**config.mk**
```make
export PLATFORM = sky130hd
export DESIGN_NAME = gfee_merge
export DESIGN_NICKNAME = d
export VERILOG_FILES = /design/src/hdl/gf256_erasure_encoder_assert.svh /design/src/hdl/gfee_pkg.sv /design/src/hdl/gfee_merge.sv
export SDC_FILE = /design/constraint.sdc
export NUM_CORES = 1
export LEC_CHECK = 0
export BUFFER_PORTS_ARGS = -buffer_cell sky130_fd_sc_hd__buf_2
export CORE_MARGIN = 1.5
export CORE_UTILIZATION = 40
export CTS_CLUSTER_SIZE = 14
export DETAILED_ROUTE_END_ITERATION = 8
export GPL_TIMING_DRIVEN = 0
export PLACE_DENSITY = 0.7
export SETUP_SLACK_MARGIN = 0.02
export SYNTH_ARGS = -nofsm -noshare
export SYNTH_HDL_FRONTEND = slang
export SYNTH_SLANG_ARGS = --single-unit
```
**constraint.sdc**
```tcl
create_clock -name clk -period 4.6 [get_ports clk]
set_input_delay 0.69 -clock clk [delete_from_list [all_inputs] [get_ports clk]]
set_output_delay 0.69 -clock clk [all_outputs]
set_load 0.01 [all_outputs]
```
**src/hdl/gf256_erasure_encoder_assert.svh**
```systemverilog
// Assertion macros for the GF(2^8) erasure encoder.
// Expects signals clk and rst in the scope where a macro is used.
`ifndef GF256_ERASURE_ENCODER_ASSERT_SVH
`define GF256_ERASURE_ENCODER_ASSERT_SVH

// cond in this cycle implies nxt in the following cycle
`define GFEE_ASSERT_NEXT(label, cond, nxt) \
  label: assert property (@(posedge clk) disable iff (rst) (cond) |=> (nxt)) \
    else $error("gf256_erasure_encoder: check failed");

// cond implies same-cycle consequence
`define GFEE_ASSERT_NOW(label, cond, cons) \
  label: assert property (@(posedge clk) disable iff (rst) (cond) |-> (cons)) \
    else $error("gf256_erasure_encoder: check failed");

`endif

```
**src/hdl/gfee_pkg.sv**
```systemverilog
// Shared types, constants and the GF(2^8) multiply for the erasure encoder.
// No dependencies.
package gfee_pkg;

  localparam int SHARD_SLOTS = 8;

  localparam logic OP_LOAD   = 1'b0;
  localparam logic OP_ENCODE = 1'b1;

  localparam logic [1:0] REG_FIELD_POLY   = 2'd0;
  localparam logic [1:0] REG_DATA_COUNT   = 2'd1;
  localparam logic [1:0] REG_OUTPUT_COUNT = 2'd2;

  localparam logic [8:0] FIELD_POLY_RESET   = 9'h11D;
  localparam logic [3:0] DATA_COUNT_RESET   = 4'd8;
  localparam logic [3:0] OUTPUT_COUNT_RESET = 4'd8;

  localparam logic [8:0] GF_CARRY  = 9'h100;
  localparam logic [7:0] BYTE_MASK = 8'hFF;

  typedef struct packed {
    logic        opcode;
    logic [2:0]  coeff_row;
    logic [2:0]  coeff_col;
    logic [7:0]  coeff_value;
    logic [63:0] data_bytes;
    logic        last_column;
  } in_word_t;

  typedef struct packed {
    logic [63:0] coded_bytes;
    logic        last_column_out;
  } out_word_t;

  // control of the lane stage handed to the merge stage
  typedef struct packed {
    logic valid;
    logic advance;
    logic last;
  } stage_ctl_t;

  // shift-and-add product; x^8 is folded in as the low byte of the polynomial
  function automatic logic [7:0] gf_mul(input logic [7:0] a, input logic [7:0] b,
                                        input logic [7:0] red);
    logic [8:0] x;
    logic [7:0] acc;
    x   = {1'b0, a};
    acc = '0;
    for (int bit_i = 0; bit_i < 8; bit_i++) begin
      if (b[bit_i]) begin
        acc = acc ^ x[7:0];
      end
      x = {x[7:0], 1'b0};
      if ((x & GF_CARRY) != 9'h000) begin
        x = {1'b0, (x[7:0] & BYTE_MASK) ^ red};
      end
    end
    return acc;
  endfunction

endpackage

```
**src/hdl/gfee_merge.sv**
```systemverilog
// Merge stage: packs lane bytes into the coded word and holds it in the output register.
// Depends on gfee_pkg (out_word_t, stage_ctl_t, SHARD_SLOTS).
module gfee_merge (
  input  logic                  clk,
  input  logic                  rst,
  input  gfee_pkg::stage_ctl_t  ctl,
  input  logic [3:0]            n,
  input  logic [7:0]            lane_bytes [gfee_pkg::SHARD_SLOTS],
  output gfee_pkg::out_word_t   result,
  output logic                  result_valid
);

  logic [63:0] coded_next;

  always_comb begin
    coded_next = '0;
    for (int i = 0; i < gfee_pkg::SHARD_SLOTS; i++) begin
      if (4'(i) < n) begin
        coded_next[8*i +: 8] = lane_bytes[i];
      end
    end
  end

  always_ff @(posedge clk) begin
    if (rst) begin
      result_valid <= 1'b0;
    end else if (ctl.advance) begin
      result_valid <= ctl.valid;
    end
  end

  always_ff @(posedge clk) begin
    if (ctl.advance && ctl.valid) begin
      result.coded_bytes     <= coded_next;
      result.last_column_out <= ctl.last;
    end
  end

endmodule

```
==> results.txt <==
The length in cells of the worst reg-to-reg path came out at 2. The number of pins exceeding their max-slew limit in the final report is 0. The startpoint identified for the worst register-to-register timing path is result_valid. The number of failing hold endpoints at the final stage is 0.

The die extent in y came out at 81.80 microns. The buffer levels on the longest clock path came out at 2. The total buffers and inverters traversed by the critical path came out at 1. The most frequent standard cell in the layout excluding fill and tap cells is buf_2.

The cell count after synthesis came out at about 140. The multi-input gate area in the final layout is roughly 500 sq um. Entering global routing, the biggest net connects 42 pins. Counting flops and latches in the post-synthesis netlist gives between 60 and 70. The die outline area is approximately 6700 sq um.

Counting instances, the worst hold path has a depth of 2. The first global-routing pass estimated between 7000 and 8000 microns of wire. For this design, the slowest cell found on the critical path is nor3_1. The average instance area after synthesis is around 17 sq um. For the pin with the worst max-slew slack, the measured transition is 0.8101 ns. The power per unit of standard cell area is roughly 380 nW/um^2. The shortest clock period the worst path allows after layout is 1.707 ns. The final hold slack is between 0.5 and 0.6 ns. In the final layout, the share of cells above drive strength 1 is roughly 53%. The number of endpoints failing setup at the final stage came out at 0. The required arrival time at the worst endpoint came out at 4.68 ns. The top cell types in the final layout, fill and taps aside, are buf_2, edfxtp_1, nor2b_1, and2_1, and2b_1. The total I/O pin count is about 140. Sequential elements use about four fifths of the synthesized area.

The critical path is of the in -> reg type. The internal cell power is slightly above 1000 uW. The total wirelength of the detailed-routed design is 5075 microns. The reported leakage power came out at between 0.001 and 0.0015 uW. The floorplan die width is slightly above 80 microns.

The max-slew headroom at the worst pin came out at 45.58%. STA classifies the critical path startpoint as a primary input. The final estimated routing congestion in global placement came out at a little under 0.8. For this run, the top clock speed supported by timing is just under 600 MHz.

The first TritonRoute pass finished after 4 iterations. The number of port buffers came out at between 100 and 150. The switching power summed over all nets came out at 279.4 uW. Global routing consumed, on the met2 layer, between 20% and 30% of the routing resources. Sequential cells account for 55.2% of the total power. The most utilized layer in the global route result is met2.

The net count of the finished layout is between 300 and 400. The largest fanout on the critical path is 8. After layout, the worst setup slack is approximately 2.9 ns. The worst hold path endpoint is result_valid. The endpoint class of the critical path is a flop. Clock-pin slew was measured on the worst setup and hold paths at around 0.06 ns. Data on the critical path arrives at its endpoint at 1.78 ns. The all-layer global routing usage is between 10% and 20%.

The total CTS buffers came out at 9. For the final database, setup skew stands at 0 ns. For the worst-skew pair, the clock arrives at the later sink with an insertion delay of between 0.3 and 0.4 ns.

For this run, design rule violations remaining after detail routing come to 0. The number of antenna violations at the first check in global routing is 0. The met1 track demand over resource is between 10% and 20%. The cell row count came out at 28. Max-cap violations in this run came to 0. The endpoint identified for the worst register-to-register timing path is result_valid. Relative to the synthesized area, the layout overhead comes to 39.50%.

The initial utilization of the core area, before any placement, comes to a little over two fifths. After legalization and detailed placement, the total HPWL measured around 3800 microns. The flow ran to the end, and the final reports show no timing, DRC or antenna violations. The share of total power dissipated in the clock network is 34.0%. The detailed router placed 1662 vias in this run. The number of filler instances in the final layout is 518.

The min-delay analysis places its worst path in the category reg -> reg. The signal on the critical path passes through buf_2 > nor3_1 > and2b_1. On the worst path, the slowest cell contributes a delay of about 0.68 ns. The via count of the first global-routing pass was around 1600. The number of setup buffers added after CTS is 0. The H-tree generated during clock tree synthesis spans 3 levels. The remaining global-route overflow is 0. TritonCTS built the clock tree.

Setup repair after global routing left no endpoint under its margin. Registers take 1972 sq um. The setup slack after placement is 2.539 ns. The proportion of power drawn by combinational gates came out at 10.9%. The peak ir drop on the vdd network came out at around 0.00017 V.

The distinct cell type count of the synthesized netlist came out at 17. Dividing the detail-routed wire length by the instance count gives between 10 and 15 microns. The cell family contributing the most delay on the critical path is simple AND/OR/NAND/NOR gates. The total nets after synthesis came out at between 200 and 250. The number of gates resized after CTS was 0. The count of yosys warnings during synthesis is 0. The initial DRC count came out at between 70 and 80.

The fraction of power spent switching nets came out at 21.47%. The total clock sinks is 66. The antenna diode instance count is 0. The synthesized cell area came out at 2484 sq um. The period utilization came out at 37.11%. Global routing consumed, on the met3 layer, roughly 4.9% of the routing resources.

The detailed-route vias per instance came out at approximately 4.5. The area inside the core boundary is 5956 sq um. The flop-to-flop setup slack came out at around 4 ns.

The startpoint of the lowest-slack hold path is result_valid. The setup TNS came out at 0 ns. The remaining antenna violation count after routing came out at 0.

The hold buffer count at CTS came out at 0. The root buffer cell chosen for the clock tree is clkbuf_8.
## layer usage
metal  up-vias  routed length (microns)
li1        820                        -
met1       756                     1911
met2        74                     2633
met3        12                      403
met4         0                      127
met5         -                        0
## cell families after synthesis
family | after synthesis | share of synthesized area (%)
multiplexers | 1 | 0.4030
AO/OA/AOI/OAI | 3 | 1.209
buffers and inverters | 2 | 0.4026
flip-flops | 66 | 79.40
AND/OR/NAND/NOR | 70 | 18.59
## worst max-delay path by stage
stage	startpoint	to	depth (start not counted)
after floorplan	ctl[2]	result[0]	1
after global placement	ctl[1]	result[58]	2
after detailed placement	n[3]	result[14]	3
after CTS	n[3]	result[14]	3
after global routing	n[3]	result[14]	3
final	n[3]	result[14]	3
## synth_stat cells
| cell | instances | share of area [%] |
|---|---|---|
| buf_2 | 1 | 0.20 |
| dfxtp_1 | 1 | 0.81 |
| clkbuf_2 | 1 | 0.20 |
| edfxtp_1 | 65 | 79 |
| or3_1 | 1 | 0.25 |
| nor4_4 | 1 | 0.86 |
| nor3_1 | 1 | 0.20 |
| and2_1 | 17 | 4.3 |
| nor2b_1 | 30 | 7.6 |
| and2b_1 | 10 | 3.0 |
| and3_1 | 8 | 2.0 |
| nor2_1 | 1 | 0.15 |
| a31oi_2 | 1 | 0.50 |
| or2_2 | 1 | 0.25 |
| mux2i_1 | 1 | 0.40 |
| a211oi_2 | 1 | 0.50 |
| a21oi_1 | 1 | 0.20 |
## stage by stage
stage	util, %	power [uW]	instance area, sq um	instances
2_1_floorplan	-	795.5	2484	142
3_3_place_gp	54.87	871.3	3268	355
3_5_place_dp	55.23	875.5	3289	356
4_1_cts	58.17	1317	3465	371
5_1_grt	58.17	1358	3465	371
6_report	58.17	1301	3465	371
## flip-flops by register name, indices dropped and copies added, names as in the netlist
| register | count |
|---|---|
| result | 65 |
| result_valid | 1 |
## power groups by stage
stage,combinational (uW),clock (uW),sequential (uW)
floorplan,38.6,0,757
global placement,140,0,732
detailed placement,144,0,732
CTS,144,454,719
global route,157,479,722
finish,142,442,718
## layout make-up
cell class              instances  share of cell area, %
multi-input cells              74                  14.52
clock inverters                 4                  1.264
well taps                      75                  2.709
flip-flops and latches         66                  56.92
clock buffers                  11                  3.792
plain buffers                   2                 0.2889
repair buffers                139                  20.51
## worst min-delay path, delay by kind of cell, from the launching register on
| family | cells | cell delay, ns |
|---|---|---|
| flops | 1 | 0.33 |
| simple gates | 1 | 0.08 |
| mux | 1 | 0.07 |
Power figures use the tool's default switching activity.
