<file path="src/hdl/gf256_erasure_encoder_assert.svh">
// Assertion macros for the GF(2^8) erasure encoder.
// Expects signals clk and rst in the scope where a macro is used.
`ifndef GF256_ERASURE_ENCODER_ASSERT_SVH
`define GF256_ERASURE_ENCODER_ASSERT_SVH

// cond in this cycle implies nxt in the following cycle
`define GFEE_ASSERT_NEXT(label, cond, nxt) \
  label: assert property (@(posedge clk) disable iff (rst) (cond) |=> (nxt)) \
    else $error("gf256_erasure_encoder: check failed");

// cond implies same-cycle consequence
`define GFEE_ASSERT_NOW(label, cond, cons) \
  label: assert property (@(posedge clk) disable iff (rst) (cond) |-> (cons)) \
    else $error("gf256_erasure_encoder: check failed");

`endif

</file>
<file path="src/hdl/gfee_pkg.sv">
// Shared types, constants and the GF(2^8) multiply for the erasure encoder.
// No dependencies.
package gfee_pkg;

  localparam int SHARD_SLOTS = 8;

  localparam logic OP_LOAD   = 1'b0;
  localparam logic OP_ENCODE = 1'b1;

  localparam logic [1:0] REG_FIELD_POLY   = 2'd0;
  localparam logic [1:0] REG_DATA_COUNT   = 2'd1;
  localparam logic [1:0] REG_OUTPUT_COUNT = 2'd2;

  localparam logic [8:0] FIELD_POLY_RESET   = 9'h11D;
  localparam logic [3:0] DATA_COUNT_RESET   = 4'd8;
  localparam logic [3:0] OUTPUT_COUNT_RESET = 4'd8;

  localparam logic [8:0] GF_CARRY  = 9'h100;
  localparam logic [7:0] BYTE_MASK = 8'hFF;

  typedef struct packed {
    logic        opcode;
    logic [2:0]  coeff_row;
    logic [2:0]  coeff_col;
    logic [7:0]  coeff_value;
    logic [63:0] data_bytes;
    logic        last_column;
  } in_word_t;

  typedef struct packed {
    logic [63:0] coded_bytes;
    logic        last_column_out;
  } out_word_t;

  // control of the lane stage handed to the merge stage
  typedef struct packed {
    logic valid;
    logic advance;
    logic last;
  } stage_ctl_t;

  // shift-and-add product; x^8 is folded in as the low byte of the polynomial
  function automatic logic [7:0] gf_mul(input logic [7:0] a, input logic [7:0] b,
                                        input logic [7:0] red);
    logic [8:0] x;
    logic [7:0] acc;
    x   = {1'b0, a};
    acc = '0;
    for (int bit_i = 0; bit_i < 8; bit_i++) begin
      if (b[bit_i]) begin
        acc = acc ^ x[7:0];
      end
      x = {x[7:0], 1'b0};
      if ((x & GF_CARRY) != 9'h000) begin
        x = {1'b0, (x[7:0] & BYTE_MASK) ^ red};
      end
    end
    return acc;
  endfunction

endpackage

</file>
<file path="src/hdl/gfee_lane.sv">
// One output-row lane: GF products of the row coefficients with the first k data bytes, XORed.
// Depends on gfee_pkg (gf_mul).
module gfee_lane #(
  parameter int COLS = 8
) (
  input  logic [7:0] coeffs    [COLS],
  input  logic [7:0] data      [COLS],
  input  logic [3:0] k,
  input  logic [7:0] red,
  output logic [7:0] row_byte
);

  always_comb begin
    row_byte = '0;
    for (int j = 0; j < COLS; j++) begin
      if (4'(j) < k) begin
        row_byte = row_byte ^ gfee_pkg::gf_mul(coeffs[j], data[j], red);
      end
    end
  end

endmodule

</file>
<file path="config.mk">
export PLATFORM = sky130hd
export DESIGN_NAME = gfee_lane
export DESIGN_NICKNAME = d
export VERILOG_FILES = /design/src/hdl/gf256_erasure_encoder_assert.svh /design/src/hdl/gfee_pkg.sv /design/src/hdl/gfee_lane.sv
export SDC_FILE = /design/constraint.sdc
export NUM_CORES = 1
export LEC_CHECK = 0
export BUFFER_PORTS_ARGS = -buffer_cell sky130_fd_sc_hd__buf_2
export CAP_MARGIN = 20
export CORE_MARGIN = 2
export CORE_UTILIZATION = 40
export DETAILED_ROUTE_END_ITERATION = 10
export SLEW_MARGIN = 20
export SYNTH_ARGS = -nofsm -noshare
export SYNTH_HDL_FRONTEND = slang
export SYNTH_SLANG_ARGS = --single-unit
</file>
<file path="constraint.sdc">
create_clock -name vclk -period 6.5
set_clock_uncertainty 0.15 [all_clocks]
set_input_delay 0.325 -clock vclk [all_inputs]
set_output_delay 0.325 -clock vclk [all_outputs]
set_load 0.02 [all_outputs]
</file>
==> results of run 1 <==
## cells in the mapped netlist (22+ instances only)
| library cell | count | share of area, % |
|---|---|---|
| xnor3_1 | 61 | 6.1 |
| o211ai_1 | 40 | 1.3 |
| clkbuf_1 | 184 | 3.1 |
| nand3_1 | 111 | 2.5 |
| a31oi_1 | 22 | 0.61 |
| and3_1 | 38 | 1.1 |
| a22o_1 | 24 | 0.94 |
| mux2i_1 | 37 | 1.7 |
| buf_1 | 30 | 0.50 |
| o21a_1 | 22 | 0.74 |
| a21o_1 | 26 | 0.87 |
| inv_1 | 36 | 0.60 |
| o21ai_0 | 185 | 4.1 |
| and2_1 | 31 | 0.87 |
| a211oi_1 | 77 | 2.6 |
| a21oi_1 | 216 | 4.8 |
| nand4_1 | 25 | 0.70 |
| xnor2_1 | 544 | 21 |
| nor3_1 | 61 | 1.4 |
| nand2b_1 | 40 | 1.1 |
| or3_1 | 25 | 0.70 |
| nor4_1 | 23 | 0.64 |
| xor2_1 | 114 | 4.5 |
| nand2_1 | 639 | 11 |
| a32oi_1 | 31 | 1.2 |
| buf_2 | 70 | 1.6 |
| nor2_1 | 181 | 3.0 |
## area by class of cell
cell class / instances / area [um2]
timing repair buffer: 306 / 2026
antenna: 5 / 12.51
fill: 5862 / 31230
multi-input combinational: 3051 / 20850
inverter: 38 / 143.9
tap: 748 / 935.9
## stage by stage
step	setup slack, ns	utilization [%]
floorplan	1.298	-
global placement	0.2122	43.38
detailed placement	0.2574	43.38
CTS	0.2175	43.38
global route	0.01269	43.41
finish	0.2692	43.42
## metal layers
| metal | part of all wire, % | vias to the layer above | routed length [um] | GRT usage (%) |
|---|---|---|---|---|
| met5 | 0.11 | - | 102 | 0 |
| met4 | 3.9 | 18 | 3777 | 9.957 |
| met3 | 11 | 219 | 10340 | 5.399 |
| met2 | 42 | 1408 | 40480 | 47.93 |
| met1 | 43 | 11840 | 41440 | 45.39 |
| li1 | - | 12080 | - | - |
## timing repair
item	in CTS	in global routing
setup buffers	0	0
hold endpoints to repair	0	0
setup endpoints to repair	0	1
resized for setup	0	2
## kinds of logic (layout without fill, tap and decap cells)
group / count (synthesis) / after routing / share of synthesized area [%]
compound gates: 935 / 935 / 28.86
simple gates: 1328 / 1328 / 28.19
other cells: 0 / 5 / 0
mux: 47 / 47 / 2.185
xor+xnor: 741 / 741 / 33.82
buf+inv: 347 / 344 / 6.940
## cell usage in the layout, fill, tap and decap left out, types with 15 or more instances in the layout
master	n
xor2_1	114
a22o_1	24
xnor2_1	544
or2_2	19
nor2b_1	21
a21oi_1	215
buf_2	141
a211o_1	16
nand4_1	25
or3_1	25
a31oi_1	22
o211ai_1	40
nor3_1	61
inv_1	35
nand2b_1	40
buf_4	158
and2_1	31
nor2_1	179
mux2i_1	36
nor4_1	23
and3_1	38
a211oi_1	77
xnor3_1	61
nand2_1	639
a221oi_1	17
o31ai_1	18
o22ai_1	16
o21ai_1	18
o21ai_0	185
a32oi_1	31
nand3_1	111
a21o_1	26
o21a_1	22
nand3b_1	15
or4_1	17
## power by group through the flow
stage,clock [uW],combinational [uW],sequential (uW)
after detailed placement,0,7510,0
final,0.000103,7590,0
after CTS,0,7550,0
after global placement,0,7510,0
after global routing,0.0000619,8080,0
after floorplan,0,5490,0
## worst paths after layout
path                    start     endpoint  slack [ns]  depth (start not counted)
worst max-delay path   red[7]  row_byte[7]        0.27                         17
worst min-delay path  data[7]  row_byte[1]        1.19                          6
## worst max-delay path, stage by stage
cell and delay [ns]:
clkbuf_8 0.27, clkinv_2 0.36, nor2_2 0.49, buf_4 0.37, a211oi_2 0.13, xnor2_2 0.22
or4_4 0.64, and4_1 0.24, nor3_1 0.47, or3_1 0.22, a211oi_1 0.08, a211oi_2 0.30
xnor3_1 0.46, a22oi_2 0.14, xor2_1 0.36, xnor3_1 0.46, buf_2 0.17
==> impl_metrics.py, run 1 <==
metrics = {
    "routing": {
        "via_per_inst": 6.163,
        "drtIter0Drc": 3493,
        "drtAntennaViolNets": 0,
        "routed_wl_mm": 96.14,
        "avgRoutedWirePerCell_um": 23.18,
        "route.detailed.drc": 0,
        "first_pass_iters": 7,
        "vias": 25560,
    },
    "floorplan": {
        "ios": 148,
        "core_um2": 55200,
        "die_w_um": 240.6,
        "die-area_um2": 57890,
        "start_util_pct": 40.56,
        "chipHeight_um": 240.6,
        "num_rows": 86,
    },
    "pwr": {
        "power.density_nw_per_um2": 316.8,
        "clockPowerShare_pct": 0,
        "p_sw_share_pct": 55.01,
        "ir_drop_mv": 0.4100,
        "p_int_uw": 3416,
        "p_total_uw": 7593,
        "p_comb_share_pct": 100.0,
        "power.switching_uw": 4177,
        "p_seq_share_pct": 0,
        "cellLeakagePower_uw": 0.009357,
    },
    "finish": {
        "flops_and_latches": 0,
        "ff_latch_area_um2": 0,
        "instances_no_fill": 4148,
        "design_area_um2": 23970,
        "layout.nets": 3537,
        "n_clock_buffer": 0,
        "drive_above_1_share_pct": 12.78,
        "area_delta_synth_final_pct": 7.041,
    },
    "logic_synthesis": {
        "synth_cell_types": 119,
        "synth.yosys.seq_area_share_pct": 0,
        "syn_area_per_cell_um2": 6.590,
        "synth_cells": 3398,
        "synth_area_um2": 22390,
        "synth_nets": 3538,
        "yosys_warnings": 0,
    },
    "grt": {
        "track_usage_pct": 31.68,
        "grt_max_degree": 73,
        "overflow": 0,
        "grt_pass1_vias": 22090,
        "antenna_found_initial": 19,
        "grt_pass1_wl_mm": 141.7,
    },
    "setup_path": {
        "start_kind": "primary input",
        "crit_path_max_fanout": 35,
        "critPathKind": "primary input to output port",
        "end_kind": "output port",
        "critPathArrivalTime_ns": 5.76,
        "worst_ep_required_time_ns": 6.02,
    },
    "job": {
        "drv_cap": 0,
    },
    "timing": {
        "fmax_mhz": 160.5,
        "maxSlewViolCount": 0,
        "slew_headroom_pct": 33.51,
        "post-route-min-period_ns": 6.231,
        "whs_ns": 1.192,
        "finalHoldViolations": 0,
        "tns_ns": 0,
        "worstMarginPinSlew_ns": 0.9898,
        "fin_crit_sh_pct": 95.86,
        "setup_viol_count_final": 0,
        "rsz0062_at_grt": "false",
    },
    "place": {
        "placed_cell_area_um2": 23950,
        "dp.cells": 4143,
        "place_congestion": 0.9829,
        "port_buffers": 148,
        "place_hpwl_mm": 73.92,
    },
    "status": {
        "status": "completed",
    },
    "cts": {
        "hold_buffers": 0,
    },
    "worst_hold_path": {
        "hold_path_class": "primary input to output port",
    },
}
Note: power is estimated with default switching activity, not from simulation.
==> inputs of run 2 (changes only) <==
--- a/config.mk
+++ b/config.mk
@@ -10,6 +10,7 @@
 export CORE_MARGIN = 2
 export CORE_UTILIZATION = 40
 export DETAILED_ROUTE_END_ITERATION = 10
+export SETUP_SLACK_MARGIN = 0.3
 export SLEW_MARGIN = 20
 export SYNTH_ARGS = -nofsm -noshare
 export SYNTH_HDL_FRONTEND = slang
==> run 2 against run 1 <==
Compared with the run above: die area unchanged; count of clock-buffer cells in the layout unchanged; core utilization up 0.23 points; largest power group unchanged; first-iteration DRC count up 0.92%; setup slack better by 0.085 ns; final cell count unchanged; critical endpoint unchanged.
==> impl_metrics.py, run 2 (synthesized netlist as in run 1, its figures left out) <==
metrics = {
    "setup_path": {
        "start_kind": "primary input",
        "cp-startpoint": "coeffs[47]",
        "end_kind": "output port",
        "crit_path_max_fanout": 24,
        "critPathArrivalTime_ns": 5.67,
        "critPathKind": "primary input to output port",
        "setup.worst_path.end": "row_byte[7]",
        "worst_ep_required_time_ns": 6.02,
    },
    "finish": {
        "final_common_cell": "nand2_1",
        "ff_latch_area_um2": 0,
        "drive_above_1_share_pct": 13.37,
        "final_cell_mix": "nand2_1 (638), xnor2_1 (540), a21oi_1 (215)",
        "n_clock_buffer": 0,
        "flops_and_latches": 0,
        "layout.nets": 3538,
        "fillers": 5859,
        "multiInputGateArea_um2": 20960,
        "area_delta_synth_final_pct": 7.599,
    },
    "routing": {
        "routed_wl_mm": 96.03,
        "avgRoutedWirePerCell_um": 23.15,
        "via_per_inst": 6.146,
        "route.detailed.drc": 0,
        "vias": 25490,
        "drtAntennaViolNets": 0,
        "drtIter0Drc": 3525,
        "first_pass_iters": 5,
    },
    "timing": {
        "fmax_mhz": 162.7,
        "rsz0062_at_grt": "true",
        "setup_viol_count_final": 0,
        "slew_headroom_pct": 35.48,
        "fin_crit_sh_pct": 94.55,
        "maxSlewViolCount": 0,
        "worstMarginPinSlew_ns": 0.9643,
        "tns_ns": 0,
        "finalHoldViolations": 0,
        "post-route-min-period_ns": 6.146,
    },
    "grt": {
        "grt_max_degree": 73,
        "track_usage_pct": 31.67,
        "antenna_found_initial": 19,
        "grt_pass1_vias": 22090,
        "overflow": 0,
        "grt_pass1_wl_mm": 141.7,
    },
    "floorplan": {
        "chipHeight_um": 240.6,
        "core_um2": 55200,
        "die_w_um": 240.6,
        "start_util_pct": 40.56,
        "ios": 148,
        "num_rows": 86,
        "die-area_um2": 57890,
    },
    "worst_hold_path": {
        "hold_path_class": "primary input to output port",
    },
    "place": {
        "place_congestion": 0.9829,
        "place_hpwl_mm": 73.92,
        "port_buffers": 148,
    },
    "pwr": {
        "p_total_uw": 7639,
        "ir_drop_mv": 0.4100,
        "cellLeakagePower_uw": 0.009395,
        "power.density_nw_per_um2": 317.1,
    },
    "status": {
        "status": "completed",
    },
    "job": {
        "drv_cap": 0,
    },
}
## run 2: changes by cell type in the layout (fill, tap and decap cells not counted), sizes merged
cell	before	now
diode	5	4
clkinv	3	2
clkbuf	1	3
buf	305	304
inv	35	36
## run 2: how the worst min path moves through the flow
stage,cells past startpoint,slack (ns),from,to
4_1_cts,6,1.22,data[7],row_byte[1]
3_3_place_gp,6,1.20,data[7],row_byte[1]
6_report,6,1.19,data[7],row_byte[1]
3_5_place_dp,6,1.22,data[7],row_byte[1]
5_1_grt,6,1.25,data[7],row_byte[1]
2_1_floorplan,3,0.92,k[0],row_byte[2]
## run 2: final cells by class
cell class / instances / area share (%)
multi-input combinational: 3051 / 87.01
timing repair buffer: 307 / 8.460
tap: 748 / 3.885
inverter: 38 / 0.6024
antenna: 4 / 0.04155
## run 2: metal layers
layer / global-route usage, % / up-vias / wire length (um)
li1: - / 12080 / -
met1: 45.38 / 11800 / 41350
met2: 47.93 / 1384 / 40750
met3: 5.387 / 206 / 10200
met4: 9.957 / 20 / 3609
met5: 0 / - / 119
## run 2: worst max-delay path, cell delays in order
cell and delay [ns]:
buf_2 0.36, buf_4 0.24, or3b_1 0.34, a2111oi_0 0.45
nor4_1 0.15, and2_1 0.20, or4_4 0.46, and3_1 0.23
xnor2_2 0.18, xor2_1 0.30, o21ai_1 0.10, a32o_1 0.22
or3_1 0.36, a21oi_2 0.32, xnor3_1 0.43, xor2_1 0.35
xnor3_1 0.45, buf_2 0.17
## run 2: stage by stage
step	hold slack [ns]	instances	instance area [um2]	utilization [%]	worst slack, ns
3_3_place_gp	1.199	4143	23950	43.38	0.2122
5_1_grt	1.247	4147	24090	43.64	0.2195
3_5_place_dp	1.217	4143	23950	43.38	0.2574
4_1_cts	1.217	4143	23950	43.39	0.3319
6_report	1.190	4148	24090	43.65	0.3545
2_1_floorplan	0.9196	3398	22390	-	1.298
## run 2: where the power goes
part	switching, uW	leakage [uW]	internal (uW)	total [uW]
clock	0	0.0000000254	0.0000826	0.0000826
combinational	4190	0.00939	3450	7640
sequential	0	0	0	0
total	4190	0.00939	3450	7640
## run 2: timing repair
| item | in CTS | in global routing |
|---|---|---|
| resized for setup | 1 | 28 |
| setup buffers | 0 | 1 |
| hold buffers | 0 | 0 |
| setup endpoints to repair | 1 | 8 |
| pin swaps | 0 | 0 |
