===== src/hdl/gf256_erasure_encoder_assert.svh =====
// Assertion macros for the GF(2^8) erasure encoder.
// Expects signals clk and rst in the scope where a macro is used.
`ifndef GF256_ERASURE_ENCODER_ASSERT_SVH
`define GF256_ERASURE_ENCODER_ASSERT_SVH

// cond in this cycle implies nxt in the following cycle
`define GFEE_ASSERT_NEXT(label, cond, nxt) \
  label: assert property (@(posedge clk) disable iff (rst) (cond) |=> (nxt)) \
    else $error("gf256_erasure_encoder: check failed");

// cond implies same-cycle consequence
`define GFEE_ASSERT_NOW(label, cond, cons) \
  label: assert property (@(posedge clk) disable iff (rst) (cond) |-> (cons)) \
    else $error("gf256_erasure_encoder: check failed");

`endif


===== src/hdl/gfee_coeff_store.sv =====
// Coefficient matrix registers, one byte per row and column.
// Standalone; uses no package.
module gfee_coeff_store #(
  parameter int ROWS = 8,
  parameter int COLS = 8
) (
  input  logic       clk,
  input  logic       we,
  input  logic [2:0] row,
  input  logic [2:0] col,
  input  logic [7:0] value,
  output logic [7:0] coeffs [ROWS][COLS]
);

  logic [7:0] store [ROWS][COLS];

  // out-of-matrix writes match no entry and fall away
  for (genvar i = 0; i < ROWS; i++) begin : g_row
    for (genvar j = 0; j < COLS; j++) begin : g_col
      always_ff @(posedge clk) begin
        if (we && row == 3'(i) && col == 3'(j)) begin
          store[i][j] <= value;
        end
      end
      assign coeffs[i][j] = store[i][j];
    end
  end

endmodule


===== config.mk =====
export PLATFORM = sky130hd
export DESIGN_NAME = gfee_coeff_store
export DESIGN_NICKNAME = d
export VERILOG_FILES = /design/src/hdl/gf256_erasure_encoder_assert.svh /design/src/hdl/gfee_coeff_store.sv
export SDC_FILE = /design/constraint.sdc
export NUM_CORES = 1
export LEC_CHECK = 0
export BUFFER_PORTS_ARGS = -buffer_cell sky130_fd_sc_hd__buf_2
export CAP_MARGIN = 20
export CORE_MARGIN = 5
export CORE_UTILIZATION = 30
export DETAILED_ROUTE_END_ITERATION = 7
export SLEW_MARGIN = 25
export SYNTH_ARGS = -nofsm -noshare
export SYNTH_HDL_FRONTEND = slang
export SYNTH_SLANG_ARGS = --single-unit
export TNS_END_PERCENT = 30

===== constraint.sdc =====
create_clock -name clk -period 1.95 [get_ports clk]
set_input_delay 0.39 -clock clk [delete_from_list [all_inputs] [get_ports clk]]
set_output_delay 0.39 -clock clk [all_outputs]
set_load 0.01 [all_outputs]

==> results.md, run 1 <==
| Parameter | Reported |
| --- | --- |
| Run status | finished, final reports clean |
| CTS tree | done |
| Critical path arrival | 1.19 ns |
| Worst hold endpoint | store[1][191] |
| Number of fill cells in the layout | 4,708 |
| Most instantiated library cell after synthesis | sky130_fd_sc_hd__edfxtp_1 |
| Startpoint-to-endpoint class of the critical path | reg -> out |
| Worst path slowest cell | sky130_fd_sc_hd__edfxtp_1 |
| Clock-pin slew reported for the worst setup and hold paths after clock tree synthesis | 0.06 ns |
| Leak pwr | 7.97 nW |
| Number of clock sinks | 512 |
| DRC violation count after routing | 0 |
| HP Start | value[7] |
| Cell chain of the critical path | buf_2 |
| Die X | 240 µm |
| Share of the clock period used by the worst path after layout | 0.811 |
| Ratio of routed vias to standard cells | 4.25 |
| Hold path depth | 2 |
| Gate Count Post-Synth | 607 |
| Leading registers by flop count | store (512) |
| Type of destination of the critical path | primary output |
| Std-Cell Core Area | 0.0524 mm² |
| Hold bufs inserted after CTS | 0 |
| Biggest area contributors in the synthesized netlist | sky130_fd_sc_hd__edfxtp_1, sky130_fd_sc_hd__nor2_1, sky130_fd_sc_hd__nor2_2, sky130_fd_sc_hd__nand4bb_1, sky130_fd_sc_hd__clkbuf_1 |
| Worst rel slew slack | 0.652 |
| Height of the die | 240 µm |
| First-pass GRT wire length | 62,100 µm |
| Endpoint required time on the critical path | 1.56 ns |
| Relative area change from synthesis to final layout | 35.4% |
| #FFs+latches synth | 512 |
| Final period demand of the worst path | 1.58 ns |
| Final standard cell utilization of the core | 0.409 |
| Pin slew with the least headroom to its limit | 0.522 ns |
| Finish-stage setup viols | 0 |
| Avg Cell Area, Syn | 26.1 µm² |
| CTS root buffer | sky130_fd_sc_hd__clkbuf_16 |
| Via count | 8,445 |
| Number of global-route vias before repair | 8,522 |
| Hold WC Path Type | in -> reg |
| Standard-cell row count | 84 |
| Cell taking the most area after synthesis | sky130_fd_sc_hd__edfxtp_1 |
| Leftover overflow at the end of global routing | 0 |
| TritonCTS Buffers | 49 |
| Maximum number of pins on one net before global-route repair | 65 |
| Number of instances resized during post-cts repair | 0 |
| Total wire length | 45,800 µm |
| Number of nets in the synthesized netlist | 623 |
| Final Hold Vio Count | 0 |
| H-tree depth | 2 |
| Starting utilization of the core area | 0.302 |
| RSZ-0062 raised after global routing | false |
| Worst voltage drop across the vdd grid | 806 µV |
| Flip-flop count of the largest register after layout | 512 |
| GP Congestion | 0.751 |
| Synthesized cell area | 0.0159 mm² |
| Ranking of synthesized cells by instance count | sky130_fd_sc_hd__edfxtp_1, sky130_fd_sc_hd__nor2_1, sky130_fd_sc_hd__clkbuf_1, sky130_fd_sc_hd__nor2_2, sky130_fd_sc_hd__buf_2 |
| Share of post-route cells with drive strength above 1 | 0.536 |
| Register name with the most flops | store |
| Buffers & Inverters on Critical Path | 1 |
| Mean routed wirelength per cell | 23.1 µm |
| Power density over the cells | 997 mW/mm² |
| Synth Flop Type | sky130_fd_sc_hd__edfxtp_1 |
| Post-detail-place hpwl | 30,800 µm |
| Number of buffer cells added on primary ports | 527 |
| Yosys warning total | 0 |
| I/O pin total | 528 |
| Number of placed instances with taps included | 1,901 |
| Slowest stage delay, CP | 0.45 ns |
| Number of nets still failing antenna checks after routing | 0 |
| Maximum clock frequency | 0.632 GHz |
| Critical-path maximum fanout | 1 |
| Proportion of netlist area held by the largest area contributor | 0.970 |
| # Post-CTS Setup Buffers | 0 |
| Max-slew violation count | 0 |
| Dominant delay contributor by cell family on the critical path | flip-flops |
| Number of detailed-routing iterations run before antenna repair | 4 |
| EDFF count, synth | 512 |
| Overall fraction of global-route tracks in use | 0.149 |
| Layout Cells excl Fill | 1,986 |
| Max-cap violation count | 0 |
| Fraction of registers with async set/reset | 0 |
| ANT cells | 0 |
| DIE AREA | 0.0575 mm² |
| Nets | 1,280 |
| Portion of the post-synthesis area used by sequential elements | 0.970 |
| Antenna violations before repair | 1 |
| Number of buffers on the longest clock path | 3 |
| Initial detailed-routing violation count | 506 |
| Number of distinct library cells after synthesis | 14 |
| Startpoint class of the critical path | flop |
[kinds of logic (layout without fill, tap and decap cells)]
family | after synthesis | count (layout) | share of synthesized area
flops | 512 | 512 | 0.970
simple gates | 80 | 80 | 0.0253
buf+inv | 15 | 706 | 0.00489
[per-stage QoR]
stage          hold slack, ns  instance area, µm²  TNS, ns  power [mW]  worst slack [ns]
2_1_floorplan           0.489               15900        0        12.5             0.115
4_1_cts                 0.349               21500        0        21.6             0.312
5_1_grt                 0.353               21500        0        22.1             0.318
3_5_place_dp            0.802               20000   -0.753        13.0           -0.0332
6_report                0.353               21500        0        21.4             0.368
3_3_place_gp            0.802               20000        0        13.0            0.0231
[layer usage]
metal / wire (µm) / GRT usage
met3: 4540 / 0.0502
met2: 23000 / 0.255
met4: 1090 / 0.0414
met5: 0 / 0
met1: 17200 / 0.183
[cells in the final DEF (no fill, tap or decap)]
cell,netlist,final
sky130_fd_sc_hd__or3_1,1,1
sky130_fd_sc_hd__edfxtp_1,512,512
sky130_fd_sc_hd__or4b_4,1,1
sky130_fd_sc_hd__nand4b_1,3,3
sky130_fd_sc_hd__buf_12,0,3
sky130_fd_sc_hd__clkinvlp_4,0,1
sky130_fd_sc_hd__inv_6,0,1
sky130_fd_sc_hd__clkbuf_1,8,14
sky130_fd_sc_hd__buf_4,0,91
sky130_fd_sc_hd__nand4_1,1,1
sky130_fd_sc_hd__buf_2,5,527
sky130_fd_sc_hd__or3b_1,3,3
sky130_fd_sc_hd__clkinv_4,0,3
sky130_fd_sc_hd__clkinv_2,0,10
sky130_fd_sc_hd__clkbuf_16,0,49
sky130_fd_sc_hd__nor2_2,8,8
sky130_fd_sc_hd__nand4bb_1,3,3
sky130_fd_sc_hd__nand3_1,1,1
sky130_fd_sc_hd__bufinv_16,0,2
sky130_fd_sc_hd__nor2_1,56,56
sky130_fd_sc_hd__nand3b_1,3,3
sky130_fd_sc_hd__clkinv_1,0,5
[area by class of cell]
| cell class | count | area (µm²) | area share |
|---|---|---|---|
| sequential | 512 | 15400 | 0.716 |
| clock inverter | 22 | 171 | 0.00799 |
| clock buffer | 63 | 1280 | 0.0596 |
| tap | 688 | 861 | 0.0401 |
| multi-input combinational | 80 | 400 | 0.0187 |
| timing repair buffer | 621 | 3380 | 0.157 |
[worst max-delay path by stage]
stage	start	to	cells after the start
final	store[1][79]	coeffs[143]	1
after global routing	store[1][79]	coeffs[143]	1
after CTS	store[1][79]	coeffs[143]	1
after detailed placement	row[1]	store[0][55]	3
after global placement	row[1]	store[0][52]	3
after floorplan	col[1]	store[1][88]	4
[where the power goes]
group | total, mW | leakage [nW] | internal [mW] | switching [mW]
clock network | 8.69 | 0.713 | 4.89 | 3.80
registers | 12.2 | 4.61 | 12.2 | 0.0193
logic | 0.513 | 2.65 | 0.116 | 0.397
total | 21.4 | 7.97 | 17.2 | 4.22
(Power assumes the default switching activity.)
==> run 2, diff against run 1 <==
- clock period: 1.95 -> 1.3 ns (I/O delays scaled with it)
==> run 2 against run 1 <==
  * The flow now finishes with violations (negative setup slack)
  * Flip-flop and latch count unchanged
  * Power rose by 54%
  * Clock-buffer cell count up 8
  * Critical endpoint is now coeffs[476]
  * Largest power group unchanged
==> results.md, run 2 (same netlist as run 1, synthesis figures left out) <==
| Parameter | Reported | Delta |
| --- | --- | --- |
| Run status | complete, but fails checks |  |
| Failing checks | negative setup slack |  |
| Power share of the sequential group | 0.554 | -0.016 |
| Hold Worst Slack | 0.159 ns | -0.194 ns |
| Mean routed wirelength per cell | 22.8 µm | -1.3% |
| Pin slew with the least headroom to its limit | 0.538 ns | +0.0158 ns |
| GRT met1 Usage | 0.188 | +0.00548 |
| Post-Place Cell Area | 0.0204 mm² | +2.0% |
| Internal power summed over all cells | 26.6 mW | +55% |
| Max-cap violation count | 0 | unchanged |
| Overall power | 33.0 mW | +54% |
| Hold WC Path Type | in -> reg |  |
| Register name with the most flops | store |  |
| RSZ-0062 raised after global routing | true |  |
| H-tree depth | 2 | unchanged |
| Most frequent cells in the layout | sky130_fd_sc_hd__buf_2, sky130_fd_sc_hd__edfxtp_1, sky130_fd_sc_hd__buf_4 |  |
| CTS root buffer | sky130_fd_sc_hd__clkbuf_16 |  |
| Hold bufs inserted after CTS | 0 | unchanged |
| CTS tree | done |  |
| Leading registers by flop count | store (512) |  |
| Number of nets still failing antenna checks after routing | 0 | unchanged |
| Dominant delay contributor by cell family on the critical path | flip-flops |  |
| Initial detailed-routing violation count | 517 | +2.2% |
| Slowest stage delay, CP | 0.44 ns | about the same |
| Hold path depth | 2 | unchanged |
| Share of post-route cells with drive strength above 1 | 0.559 | +0.0230 |
| DIE AREA | 0.0575 mm² | unchanged |
| Std-Cell Core Area | 0.0524 mm² | unchanged |
| Height of the die | 240 µm | unchanged |
| Ratio of routed vias to standard cells | 4.29 | +0.93% |
| Flip-flop count of the largest register after layout | 512 | unchanged |
| TritonCTS Buffers | 50 | +2.0% |
| Die X | 240 µm | unchanged |
| Endpoint required time on the critical path | 1.04 ns | -0.52 ns |
| Final Hold Vio Count | 0 | unchanged |
| Power density over the cells | 1500 mW/mm² | +50% |
| Final standard cell utilization of the core | 0.421 | +0.0114 |
| Met2 Resource Use GR | 0.248 | -0.00627 |
| Top Usage Layer GRT | met2 |  |
| Critical path arrival | 1.17 ns | -0.02 ns |
| Critical-path maximum fanout | 1 | unchanged |
| Worst path slowest cell | sky130_fd_sc_hd__edfxtp_1 |  |
| Maximum number of pins on one net before global-route repair | 45 | -31% |
| Number of global-route vias before repair | 8,822 | +3.5% |
| Pre-CTS WS | -0.418 ns | -0.385 ns |
| Via count | 8,571 | +1.5% |
| Met3 demand-to-capacity share in global routing | 0.0476 | -0.00264 |
| Portion of total power attributed to the clock network | 0.420 | +0.014 |
| HP Start | value[5] |  |
| Number of buffer cells added on primary ports | 527 | unchanged |
| I/O pin total | 528 | unchanged |
| Startpoint class of the critical path | flop |  |
| Net Sw Frac | 0.195 | -0.00251 |
| Standard-cell row count | 84 | unchanged |
| Relative area change from synthesis to final layout | 39.2% |  |
| Clock-pin slew reported for the worst setup and hold paths after clock tree synthesis | 0.06 ns | about the same |
| Number of buffers on the longest clock path | 3 | unchanged |
| Total wire length | 45,400 µm | -0.74% |
| Nets | 1,285 | +0.39% |
| First-pass GRT wire length | 61,900 µm | -0.32% |
| Maximum clock frequency | 0.701 GHz |  |
| Layout Cells excl Fill | 1,997 | +0.55% |
| Starting utilization of the core area | 0.302 | unchanged |
| Final period demand of the worst path | 1.43 ns |  |
| Startpoint-to-endpoint class of the critical path | reg -> out |  |
| Post-route setup slack | -0.128 ns | -0.496 ns |
| Overall fraction of global-route tracks in use | 0.148 | -0.000879 |
| GP Congestion | 0.761 | +1.4% |
| Finish-stage setup viols | 512 | +512 |
| Commonest non-fill, non-tap cell in the layout | sky130_fd_sc_hd__buf_2 |  |
| Net switching power | 6.42 mW | +52% |
| Worst voltage drop across the vdd grid | 1200 µV | +49% |
| Leak pwr | 8.17 nW | +2.5% |
| Summed area of non-filler cells in the final layout | 0.0221 mm² | +2.8% |
| Number of placed instances with taps included | 1,905 | +0.21% |
| Number of detailed-routing iterations run before antenna repair | 4 | unchanged |
| Share of the clock period used by the worst path after layout | 1.10 |  |
| ANT cells | 0 | unchanged |
| Number of clock sinks | 512 | unchanged |
| Worst rel slew slack | 0.641 | -0.0105 |
| Type of destination of the critical path | primary output |  |
| Accumulated negative setup slack | -16.90 ns | -16.90 ns |
| Worst hold endpoint | store[1][45] |  |
| DRC violation count after routing | 0 | unchanged |
| Cell chain of the critical path | buf_2 |  |
| Post-detail-place hpwl | 31,500 µm | +2.1% |
| Leftover overflow at the end of global routing | 0 | unchanged |
| Max-slew violation count | 0 | unchanged |
| Antenna violations before repair | 1 | unchanged |
| Buffers & Inverters on Critical Path | 1 | unchanged |
| Comb power frac | 0.026 | +0.002 |
[run 2: cell types whose count changed in the layout (fill, tap and decap cells not counted), sizes merged]
cell      delta
clkinv       -4
inv          +1
bufinv       +1
buf          +4
clkinvlp     +1
clkbuf       +8
[run 2: routing by layer]
layer | up-vias | part of all wire
met5 | - | 0
met4 | 0 | 0.022
met3 | 64 | 0.095
met2 | 425 | 0.49
met1 | 4339 | 0.39
li1 | 3743 | -
[run 2: final cells by class]
cell class,instances,area (µm²)
clock inverter,21,190
tap,688,861
multi-input combinational,80,526
timing repair buffer,625,3720
fill,4639,30400
sequential,512,15400
clock buffer,71,1390
[run 2: repair_timing]
action                     CTS  global route
setup buffers                0             0
setup endpoints to repair  512           512
resized for setup            7            10
[run 2: how the worst max path moves through the flow]
stage | startpoint | to | slack, ns | cells past startpoint
floorplan | row[0] | store[0][40] | -0.35 | 4
global placement | row[0] | store[0][41] | -0.41 | 4
detailed placement | row[0] | store[0][57] | -0.42 | 4
CTS | store[0][28] | coeffs[476] | -0.19 | 1
global route | store[0][28] | coeffs[476] | -0.18 | 1
finish | store[0][28] | coeffs[476] | -0.13 | 1
[run 2: power by group through the flow]
| stage | Combinational (mW) | Sequential [mW] | Clock [mW] |
|---|---|---|---|
| after floorplan | 0.138 | 18.7 | 0 |
| final | 0.856 | 18.3 | 13.9 |
| after global placement | 0.872 | 18.6 | 0 |
| after detailed placement | 0.876 | 18.7 | 0 |
| after global routing | 0.910 | 18.3 | 14.9 |
| after CTS | 0.876 | 18.3 | 14.2 |
==> run 3, diff against run 2 <==
- CORE_MARGIN: 5 -> 2
==> run 3 against run 2 <==
  * The run still ends with negative setup slack left
  * Highest routed layer unchanged
  * Non-clock buffer count rose by 3
  * Routed wire length shrank 2.0%
  * Clock power increased by 6%
  * Critical path depth is the same
  * Flip-flop and latch count stayed put
  * Critical path type unchanged
  * Hold slack got worse by 0.0056 ns
  * First-iteration DRC count is 33% higher
==> results.md, run 3 (same netlist as run 1, synthesis figures left out) <==
| Parameter | Reported | Delta |
| --- | --- | --- |
| Failing checks | negative setup slack |  |
| Maximum number of pins on one net before global-route repair | 65 | +44% |
| Standard-cell row count | 84 | unchanged |
| CTS tree | done |  |
| Die X | 234 µm | -2.5% |
| Number of buffer cells added on primary ports | 527 | unchanged |
| Starting utilization of the core area | 0.302 | unchanged |
| Final period demand of the worst path | 1.41 ns | -0.0140 ns |
| Number of placed instances with taps included | 1,907 | +0.10% |
| Height of the die | 234 µm | -2.5% |
| Leftover overflow at the end of global routing | 0 | unchanged |
| Endpoint required time on the critical path | 1.04 ns | about the same |
| Initial detailed-routing violation count | 689 | +33% |
| Net Sw Frac | 0.193 | -0.00191 |
| First-pass GRT wire length | 60,200 µm | -2.8% |
| Slowest stage delay, CP | 0.42 ns | -0.02 ns |
| Worst path slowest cell | sky130_fd_sc_hd__edfxtp_1 |  |
| CTS root buffer | sky130_fd_sc_hd__clkbuf_16 |  |
| Power share of the sequential group | 0.540 | -0.014 |
| Share of post-route cells with drive strength above 1 | 0.559 | about the same |
| Nets | 1,288 | +0.23% |
| Total wire length | 44,500 µm | -2.0% |
| Accumulated negative setup slack | -21.40 ns | -4.50 ns |
| Overall fraction of global-route tracks in use | 0.155 | +0.00695 |
| GP Congestion | 0.761 | unchanged |
| Power density over the cells | 1520 mW/mm² | +1.5% |
| Critical path arrival | 1.15 ns | -0.02 ns |
| Internal power summed over all cells | 27.4 mW | +2.9% |
| Post-detail-place hpwl | 29,500 µm | -6.3% |
| Ratio of routed vias to standard cells | 4.26 | -0.83% |
| Number of nets still failing antenna checks after routing | 0 | unchanged |
| Portion of total power attributed to the clock network | 0.434 | +0.014 |
| I/O pin total | 528 | unchanged |
| Via count | 8,525 | -0.54% |
| Number of detailed-routing iterations run before antenna repair | 5 | +1 |
| Pin slew with the least headroom to its limit | 0.512 ns | -0.0261 ns |
| DRC violation count after routing | 0 | unchanged |
| Hold WC Path Type | in -> reg |  |
| H-tree depth | 2 | unchanged |
| Maximum clock frequency | 0.707 GHz | +0.99% |
| Cell chain of the critical path | buf_2 |  |
| Net switching power | 6.53 mW | +1.6% |
| Register name with the most flops | store |  |
| TritonCTS Buffers | 50 | unchanged |
| Final Hold Vio Count | 0 | unchanged |
| Layout Cells excl Fill | 2,003 | +0.30% |
| Clock-pin slew reported for the worst setup and hold paths after clock tree synthesis | 0.06 ns | about the same |
| Antenna violations before repair | 1 | unchanged |
| Flip-flop count of the largest register after layout | 512 | unchanged |
| Number of buffers on the longest clock path | 3 | unchanged |
| RSZ-0062 raised after global routing | true |  |
| Commonest non-fill, non-tap cell in the layout | sky130_fd_sc_hd__edfxtp_1 |  |
| Max-slew violation count | 0 | unchanged |
| First element of the critical path | store[1][223] |  |
| Worst voltage drop across the vdd grid | 1180 µV | -1.7% |
| Post-route setup slack | -0.113 ns | +0.0140 ns |
| Worst rel slew slack | 0.659 | +0.0174 |
| Mean routed wirelength per cell | 22.2 µm | -2.3% |
| Most frequent cells in the layout | sky130_fd_sc_hd__edfxtp_1, sky130_fd_sc_hd__buf_2, sky130_fd_sc_hd__buf_4 |  |
| Number of clock sinks | 512 | unchanged |
| Type of destination of the critical path | primary output |  |
| DIE AREA | 0.0547 mm² | -4.9% |
| Relative area change from synthesis to final layout | 40.7% |  |
| Startpoint class of the critical path | flop |  |
| Buffers & Inverters on Critical Path | 1 | unchanged |
| Std-Cell Core Area | 0.0524 mm² | unchanged |
| HP Start | value[5] |  |
| Dominant delay contributor by cell family on the critical path | flip-flops |  |
| Finish-stage setup viols | 512 | unchanged |
| Number of global-route vias before repair | 8,469 | -4.0% |
| Leading registers by flop count | store (512) |  |
| Comb power frac | 0.026 | about the same |
| Run status | complete, but fails checks |  |
| Critical-path maximum fanout | 1 | unchanged |
| Startpoint-to-endpoint class of the critical path | reg -> out |  |
| Leak pwr | 8.26 nW | +1.1% |
| Max-cap violation count | 0 | unchanged |
| Share of the clock period used by the worst path after layout | 1.09 | -0.0108 |
| Final standard cell utilization of the core | 0.425 | +0.00458 |
[run 3: cell count changes in the layout (fill, tap and decap cells not counted), moves of 2 or more]
cell                        previous run  this run
sky130_fd_sc_hd__buf_2               516       503
sky130_fd_sc_hd__bufinv_16             3         7
sky130_fd_sc_hd__clkinv_1              4        10
sky130_fd_sc_hd__buf_6                11        24
sky130_fd_sc_hd__buf_12               22        24
sky130_fd_sc_hd__clkbuf_1             18        13
sky130_fd_sc_hd__clkinv_2             10         7
[run 3: final cells by class]
class | count | area, µm²
multi-input combinational | 80 | 526
antenna | 1 | 2.50
sequential | 512 | 15400
fill | 4563 | 30100
clock inverter | 28 | 315
tap | 688 | 861
clock buffer | 66 | 1380
timing repair buffer | 628 | 3850
[run 3: power by group through the flow]
stage / clock network, mW / logic (mW) / registers (mW)
finish: 14.7 / 0.872 / 18.3
global route: 15.7 / 0.938 / 18.3
CTS: 15.0 / 0.893 / 18.3
detailed placement: 0 / 0.891 / 18.7
global placement: 0 / 0.881 / 18.6
floorplan: 0 / 0.138 / 18.7
[run 3: per-stage QoR]
stage          power, mW  hold WS, ns  instance area [µm²]  worst slack, ns
2_1_floorplan       18.9        0.359                16100           -0.351
3_3_place_gp        19.5        0.564                20400           -0.432
3_5_place_dp        19.5        0.586                20400           -0.431
4_1_cts             34.2        0.132                22200           -0.184
5_1_grt             34.9        0.142                22300           -0.183
6_report            33.9        0.153                22300           -0.113
[run 3: worst paths after layout]
check / to / slack, ns / cells after the start
setup / recovery: coeffs[31] / -0.11 / 1
hold / removal: store[1][237] / 0.15 / 2
[run 3: layer usage]
layer / up-vias / track usage / routed length, µm / share of wire
met3: 67 / 0.0466 / 3400 / 0.076
met4: 0 / 0.0467 / 955 / 0.021
met5: - / 0 / 0 / 0
met1: 4301 / 0.192 / 17600 / 0.39
met2: 404 / 0.262 / 22600 / 0.51
li1: 3753 / - / - / -
[run 3: timing repair]
action                                  CTS  global route
gates resized for setup                   1            30
hold endpoints to repair                  5             0
endpoints found under the setup margin  512           512
hold buffers                              1             0
setup buffers                             0             0
